File: config.mk
export PLATFORM = sky130hd
export DESIGN_NAME = pdc_convert
export DESIGN_NICKNAME = d
export VERILOG_FILES = /design/src/sv/pdc_pkg.sv /design/src/sv/pdc_convert.sv
export SDC_FILE = /design/constraint.sdc
export NUM_CORES = 1
export LEC_CHECK = 0
export BUFFER_PORTS_ARGS = -buffer_cell sky130_fd_sc_hd__buf_2
export CAP_MARGIN = 20
export CORE_MARGIN = 4
export CORE_UTILIZATION = 43
export DETAILED_ROUTE_END_ITERATION = 12
export GPL_TIMING_DRIVEN = 0
export PLACE_DENSITY = 0.92
export SLEW_MARGIN = 5
export SYNTH_ARGS = -nofsm -noshare
export SYNTH_HDL_FRONTEND = slang
export SYNTH_SLANG_ARGS = --single-unit
File: constraint.sdc
create_clock -name vclk -period 3.2
set_clock_uncertainty 0.2 [all_clocks]
set_input_delay 0 -clock vclk [all_inputs]
set_output_delay 0 -clock vclk [all_outputs]
set_load 0.005 [all_outputs]
File: src/sv/pdc_pkg.sv
// Shared types and codes for the pixel depth converter.
// No dependencies; imported by every module of the block.
`default_nettype none
package pdc_pkg;

    localparam int PAL_DEPTH  = 256;
    localparam int PAL_ADDR_W = 8;
    localparam int CFG_IDX_W  = 2;

    typedef enum logic [2:0] {
        FMT_IDX = 3'd0,
        FMT_565 = 3'd1,
        FMT_24  = 3'd2,
        FMT_32  = 3'd3,
        FMT_GL  = 3'd4
    } fmt_t;

    typedef enum logic [1:0] {
        CMD_CONVERT = 2'd0,
        CMD_WRITE   = 2'd1,
        CMD_READ    = 2'd2,
        CMD_NONE    = 2'd3
    } cmd_t;

    typedef enum logic [CFG_IDX_W-1:0] {
        CFG_SOURCE = 2'd0,
        CFG_TARGET = 2'd1,
        CFG_SPARE2 = 2'd2,
        CFG_SPARE3 = 2'd3
    } cfg_idx_t;

    typedef struct packed {
        logic [7:0] red;
        logic [7:0] green;
        logic [7:0] blue;
    } rgb_t;

    typedef struct packed {
        logic                  en;
        logic [PAL_ADDR_W-1:0] addr;
        rgb_t                  color;
    } pal_wr_t;

    typedef struct packed {
        cmd_t                  command;
        logic [31:0]           pixel;
        logic [PAL_ADDR_W-1:0] index;
        rgb_t                  entry;
    } item_t;

    typedef struct packed {
        logic [31:0] pixel;
        rgb_t        rd;
        logic        err;
    } result_t;

endpackage
`default_nettype wire

File: src/sv/pdc_convert.sv
// Combinational conversion datapath for one item: decode, color expand,
// target pack, palette write request. Depends on pdc_pkg.
`default_nettype none
module pdc_convert (
    input  wire pdc_pkg::item_t   item,
    input  wire pdc_pkg::fmt_t    src,
    input  wire pdc_pkg::fmt_t    tgt,
    input  wire pdc_pkg::rgb_t    pal_color,
    output pdc_pkg::result_t      result,
    output pdc_pkg::pal_wr_t      wr
);
    import pdc_pkg::*;

    logic       src_ok;
    logic       tgt_ok;
    rgb_t       c;
    logic [7:0] k;

    always_comb
    begin
        case (src)
            FMT_IDX, FMT_565, FMT_24, FMT_32: src_ok = 1'b1;
            default:                          src_ok = 1'b0;
        endcase
        case (tgt)
            FMT_IDX, FMT_565, FMT_24, FMT_32: tgt_ok = 1'b1;
            default:                          tgt_ok = 1'b0;
        endcase
    end

    always_comb
    begin
        case (src)
            FMT_IDX: c = pal_color;
            FMT_565:
            begin
                c.red   = {item.pixel[15:11], 3'b000};
                c.green = {item.pixel[10:5], 2'b00};
                c.blue  = {item.pixel[4:0], 3'b000};
            end
            default:
            begin
                c.red   = item.pixel[7:0];
                c.green = item.pixel[15:8];
                c.blue  = item.pixel[23:16];
            end
        endcase
    end

    // 3-2-3 index: red in 2:0, green in 4:3, blue in 7:5
    assign k = {c.blue[7:5], c.green[7:6], c.red[7:5]};

    always_comb
    begin
        result   = '0;
        wr       = '0;
        wr.addr  = item.index;
        wr.color = item.entry;
        case (item.command)
            CMD_WRITE: wr.en = 1'b1;
            CMD_READ:  result.rd = pal_color;
            CMD_CONVERT:
            begin
                if (!src_ok || !tgt_ok)
                begin
                    result.err = 1'b1;
                end
                else if (src == tgt)
                begin
                    case (src)
                        FMT_IDX: result.pixel = {24'h0, item.pixel[7:0]};
                        FMT_565: result.pixel = {16'h0, item.pixel[15:0]};
                        FMT_24:  result.pixel = {8'h0, item.pixel[23:0]};
                        default: result.pixel = item.pixel;
                    endcase
                end
                else
                begin
                    case (tgt)
                        FMT_IDX:
                        begin
                            wr.en         = 1'b1;
                            wr.addr       = k;
                            wr.color      = c;
                            result.pixel  = {24'h0, k};
                        end
                        FMT_565:
                            result.pixel = {16'h0, c.red[7:3], c.green[7:2], c.blue[7:3]};
                        default:
                        begin
                            if (tgt == FMT_32 && src == FMT_IDX)
                                result.pixel = {8'h0, c.red, c.green, c.blue};
                            else
                                result.pixel = {8'h0, c.blue, c.green, c.red};
                        end
                    endcase
                end
            end
            default: result = '0;
        endcase
    end

endmodule
`default_nettype wire

== Yosys cells after proc, flatten, opt, wreduce, memory -nomap -nowiden ==
Index checks and enable logic that the tools add are counted.
Storage, ports and cells
  register bits: 0
  latch bits: 0
  RAM bits: 0
  memory bits (read-only): 0
  input port bits: 96
  output and inout port bits: 90
  word-level logic and storage cells: 35
  memories: 0
Cells by class
  add/sub/neg operators: 0
  multipliers: 0
  div/mod/pow operators: 0
  $lt $le $gt $ge: 0
  equal/unequal tests: 9
  shifts and indexed selects: 0
  mux-type cells: 17
  bitwise logic cells: 0
  reductions and logical operators: 9
Operators by type and width (count)
  32-bit 2-to-1 mux: 4
  33-bit 2-to-1 mux: 3
  32-bit case mux with 3 select lines: 1
  32-bit case mux with 2 select lines: 1
  24-bit 2-to-1 mux: 2
  24-bit case mux with 2 select lines: 1
  3-bit by 2-bit == test with 1-bit output (second input constant): 4
  4-bit OR reduction: 2
  3-bit by 1-bit == test with 1-bit output (second input constant): 2
  3-bit zero test: 2
  1-bit 2-to-1 mux: 4
  3-bit == test: 1
  2-bit by 1-bit == test with 1-bit output (second input constant): 1
  2-bit == test (second input constant): 1
  1-bit zero test: 2
  2-bit zero test: 1
  1-bit case mux with 2 select lines: 1
  1-bit logical AND: 1
  1-bit logical OR: 1

== Depth between registers and ports, before layout ==
Gate-level depths: netlist of run 1.
  depth in word-level cells: 7
  depth in mapped cells: 7
  depth with buffers taken out: 4

== Least setup slack after synthesis of run 1 ==
No wires, ideal clock.
  path kind: in2out
  start point: input port tgt[2]
  end point: output port result[47] (netlist name)
  arrival time: 1374 ps
  required time: 3000 ps
  setup slack: 1626 ps
  stages on the path: 6
  path buffers: 2
  path through: clkbuf_1 > or2_2 > buf_2 > nor2_1 > mux2_2 > o2bb2ai_1
RTL lines
  start: declaration: RTL line pdc_convert.sv:7  | input wire pdc_pkg::fmt_t tgt,
  end: declaration: RTL line pdc_convert.sv:9  | output pdc_pkg::result_t result,

==> out/metrics.yaml, run 1 <==
status: "complete, no violations"
hold_ws_ps: 62.24
leakage_nw: 1.627
ant_nets: 0
drt-total-wl_um: 10180
worstPathRequired_ps: 3000
core_sq_um: 4692
fillerInstances: 423
hold_depth: 3
design.seq.count: 0
syn_to_final_growth_pct: 47.48
drc_errors: 0
hold_path_startpoint: "item[25]"
holdPathEnd: "wr[25]"
place_hpwl_um: 8240
via_count: 3270
grt_max_degree: 11
drive_gt1_share_pct: 49.17
die-area_sq_um: 6019
setup_viol: 0
hold_viol: 0
fin_ws_ps: 908.0
floorplan.initialDensity_pct: 44.37
grt_pass1_wl_um: 15790
gp_congestion: 0.9494
timing.final.crit_period_ps: 2292
cp_max_fo: 10
placed_area_sq_um: 3070
postCtsResizedCells: 0
grt_pass1_vias: 3139
slew_viol_final: 0
syn-instance-count: 298
p_per_area_nw_per_um2: 118.6
die_h_um: 77.59
rsz0062_at_grt: "false"
worst_pin_slew_ps: 759.9
diodes: 0
synth.avg_cell_area_sq_um: 6.987
ir_drop_uv: 72.17
post_cts_buffers: 0
via_per_inst: 6.101
min_path_type: "in2out"
row_count: 25
synth_area_sq_um: 2082
yosysSeqAreaShare_pct: 0
holdBufCountCts: 0
grt-ovfl-total: 0
antenna_found_initial: 0
ys_warn_count: 0
fin_util_pct: 65.44
nets: 580
cp-start-kind: "primary input"
worstPathArrival_ps: 2090
multiInputGateArea_sq_um: 1914
nClkBuffers: 0
maxCapViolCount: 0
grt_use_total_pct: 31.86
fmax_mhz: 436.3
path_class: "in2out"
io_pins: 186
slew_headroom_pct: 48.80
dp_slack_ps: 1036
die_w_um: 77.59
dr.pass1.iters: 5
drtIter0Drc: 272
syn-num-nets: 394
fin_crit_sh_pct: 71.63
synth_cell_types: 49
fin_setup_tns_ps: 0
crit_path_start: "src[1]"
wire_per_inst_um: 19.00
ff_latch_area_sq_um: 0
fin_area_sq_um: 3070
numPortBuffers: 184
end_kind: "primary output"
critical path, cell delays in order:
cell,delay [ps]
buf_2,140
buf_6,150
or2_1,300
buf_2,230
o21ai_0,610
o21ai_0,270
o211ai_1,240
buf_2,160
layout make-up:
| class | count | share of cell area (%) |
|---|---|---|
| Multi-Input combinational cell | 266 | 62.35 |
| Tap cell | 54 | 2.200 |
| Buffer | 30 | 5.216 |
| Inverter | 2 | 0.2445 |
| Timing Repair Buffer | 184 | 29.99 |
per-layer routing:
| metal | GRT usage (%) | vias up | routed length, um |
|---|---|---|---|
| li1 | - | 1494 | - |
| met1 | 41.46 | 1522 | 4005 |
| met2 | 56.34 | 235 | 5049 |
| met3 | 3.480 | 19 | 950 |
| met4 | 6.228 | 0 | 178 |
| met5 | 0 | - | 0 |
cells by family after synthesis:
group	synth area share, %
AO/OA/AOI/OAI	32.57
XOR/XNOR	1.683
multiplexers	24.70
buffers and inverters	8.052
AND/OR/NAND/NOR	32.99
stage by stage:
step	power [W]	instances
2_1_floorplan	0.0001940	298
3_3_place_gp	0.0003492	536
3_5_place_dp	0.0003543	536
4_1_cts	0.0003559	536
5_1_grt	0.0003941	536
6_report	0.0003642	536
worst max-delay path by stage:
stage                      end  slack (ps)  cells past startpoint
finish              result[28]         910                      8
global placement    result[28]        1040                      8
floorplan           result[47]        1630                      6
global route        result[29]         880                      8
detailed placement  result[28]        1040                      8
CTS                 result[28]        1020                      8
power breakdown:
group,total (W),internal (W),switching (W)
Sequential,0,0,0
Clock,0,0,0
Combinational,0.000364,0.000168,0.000197
Total,0.000364,0.000168,0.000197
Yosys cell counts (2+ instances only):
cell / instances / area (sq um)
a21oi_1: 11 / 55.05
mux2_2: 21 / 236.5
buf_2: 11 / 55.05
a31oi_1: 4 / 25.02
o211ai_1: 10 / 75.07
and2_1: 34 / 212.7
nor2b_1: 5 / 31.28
nand2_1: 15 / 56.30
nor3_2: 5 / 50.05
or4b_1: 3 / 30.03
or4b_4: 3 / 41.29
a22oi_1: 10 / 75.07
a2bb2oi_1: 3 / 26.28
buf_6: 2 / 22.52
nand3_1: 6 / 30.03
a21o_1: 14 / 105.1
mux4_2: 3 / 67.56
buf_4: 2 / 15.01
nand4bb_1: 2 / 22.52
clkbuf_1: 12 / 45.04
buf_1: 2 / 7.510
a211oi_1: 5 / 37.54
nor2_1: 20 / 75.07
mux2i_1: 21 / 210.2
or2_2: 2 / 12.51
o2bb2ai_1: 5 / 43.79
nand4_1: 8 / 50.05
nor4b_1: 2 / 17.52
inv_1: 2 / 7.510
xor2_1: 3 / 26.28
o21ai_0: 34 / 170.2
placed cells by master (no fill, tap or decap), types with 2 or more instances in the layout:
cell,n
buf_4,2
o2bb2ai_1,5
nor3_2,5
buf_1,2
xor2_1,3
a211oi_1,5
a21oi_1,11
nand3_1,6
nand4bb_1,2
o211ai_1,10
inv_1,2
and2_1,34
a2bb2oi_1,3
mux4_2,3
o21ai_0,34
nor2_1,20
nor4b_1,2
clkbuf_1,12
a22oi_1,10
buf_2,195
or2_2,2
or4b_4,3
a31oi_1,4
nand2_1,15
a21o_1,14
buf_6,2
mux2_2,21
mux2i_1,21
nor2b_1,5
or4b_1,3
nand4_1,8
Power figures use the tool's default switching activity.
==> run 2: changes to the inputs <==
Settings changed: ABC_AREA from default to 1, CORE_UTILIZATION 43 to 36, PLACE_DENSITY 0.92 to 0.83.
Clock period 3.2 ns to 2 ns, I/O delays scaled along.
==> out/metrics.yaml, run 2 <==
ir_drop_uv: 103.6
floorplan.initialDensity_pct: 37.46
final_common_cell: "buf_2"
yosysSeqAreaShare_pct: 0
setup_viol: 0
critical_path.top_delay_family: "buffers and inverters"
dr.pass1.iters: 5
nClkBuffers: 0
nets: 701
ys_warn_count: 0
leakage_nw: 2.055
synth.most_common_cell: "nand2_1"
min_path_type: "in2out"
drive_gt1_share_pct: 40.63
wire_per_inst_um: 14.33
place_hpwl_um: 8015
worstPathArrival_ps: 1460
grt-ovfl-total: 0
dp_cells: 675
synth_area_sq_um: 2088
ff_latch_area_sq_um: 0
cp-start-kind: "primary input"
antenna_found_initial: 0
io_pins: 186
die-area_sq_um: 7083
synth.avg_cell_area_sq_um: 4.996
rsz0062_at_grt: "false"
cp_max_fo: 10
via_count: 3462
mostFrequentLayoutCells: "buf_2 (188), nand2_1 (138), inv_1 (70)"
fin_setup_tns_ps: 0
synth_area_leaders: "nand2_1 (25%), inv_1 (13%), o21ai_2 (8.8%), nand3_1 (8.4%), nor2_1 (7.2%)"
postCtsResizedCells: 0
holdBufCountCts: 0
drt-total-wl_um: 9671
hold_viol: 0
grt_max_degree: 11
path_cells: "buf_2 > nor2_2 > inv_2 > nand2_1 > nand3_2 > nand4_2 > clkbuf_1 > o21ai_0 > buf_2"
drc_errors: 0
die_h_um: 84.16
p_total_w: 0.0005698
post_cts_buffers: 0
crit_path_start: "tgt[2]"
maxCapViolCount: 0
synth_top_area_share_pct: 24.81
hold_path_startpoint: "item[27]"
die_w_um: 84.16
slowest_delay_ps: 400
syn-num-nets: 514
crit_top_cell: "buf_2"
syn_to_final_growth_pct: 48.65
worstPathRequired_ps: 1800
path_buf_inv: 4
design.seq.count: 0
timing.critical_path.slowest_stage_cell: "clkbuf_1"
status: "complete, no violations"
timing.final.crit_period_ps: 1656
grt_pass1_wl_um: 15100
slew_viol_final: 0
grt_pass1_vias: 3184
fmax_mhz: 603.9
via_per_inst: 5.129
core_sq_um: 5574
grt_use_total_pct: 25.04
fin_ws_ps: 344.1
drtIter0Drc: 158
path_class: "in2out"
slew_headroom_pct: 60.30
yosys.area.top_type: "nand2_1"
final_cells: 675
synth_commonest_cells: "nand2_1 (138), inv_1 (70), nor2_1 (40)"
syn-instance-count: 418
numPortBuffers: 185
diodes: 0
ant_nets: 0
worst_pin_slew_ps: 592.8
p_per_area_nw_per_um2: 183.6
row_count: 27
dp_slack_ps: 372.1
gp_congestion: 0.9379
fin_crit_sh_pct: 82.79
synth_cell_types: 31
end_kind: "primary output"
run 2: tightest hold or removal path, stage by stage:
cell,delay (ps)
buf_2,70
nand2_1,50
o21ai_2,40
buf_2,100
run 2: final timing paths:
kind | slack, ps | endpoint | cells after the start
worst min-delay path | 70 | wr[27] | 4
worst max-delay path | 340 | wr[9] | 9
run 2: cell type report:
cell class	instances	area [sq um]
fillers	601	2470
multi-input cells	321	1620
repair buffers	185	925.9
inverters	74	280.3
plain buffers	23	187.7
well taps	72	90.09
run 2: metal layers:
layer | track usage [%] | part of all wire (%) | vias up
met2 | 44.26 | 47 | 207
met5 | 0 | 0 | -
met3 | 2.650 | 9.5 | 18
li1 | - | - | 1695
met1 | 32.34 | 41 | 1542
met4 | 6.140 | 2.4 | 0
run 2: where the power goes:
part           switching, W  leakage [nW]  total (W)  internal [W]
combinational      0.000341          2.05   0.000570      0.000229
clock                     0             0          0             0
sequential                0             0          0             0
total              0.000341          2.05   0.000570      0.000229
run 2: logic make-up (layout without fill, tap and decap cells):
| family | Yosys count | in the layout | synth area share, % |
|---|---|---|---|
| buf+inv | 97 | 282 | 22.41 |
| simple gates | 243 | 243 | 53.09 |
| compound gates | 76 | 76 | 23.67 |
| xor+xnor | 2 | 2 | 0.8390 |
run 2: through the flow:
stage                     utilization (%)  area [sq um]  hold WS (ps)
after floorplan                         -          2088        -129.3
after global placement              55.69          3104         65.86
after detailed placement            55.69          3104         72.16
after CTS                           55.69          3104         71.66
after global routing                55.69          3104         91.25
final                               55.69          3104         67.96
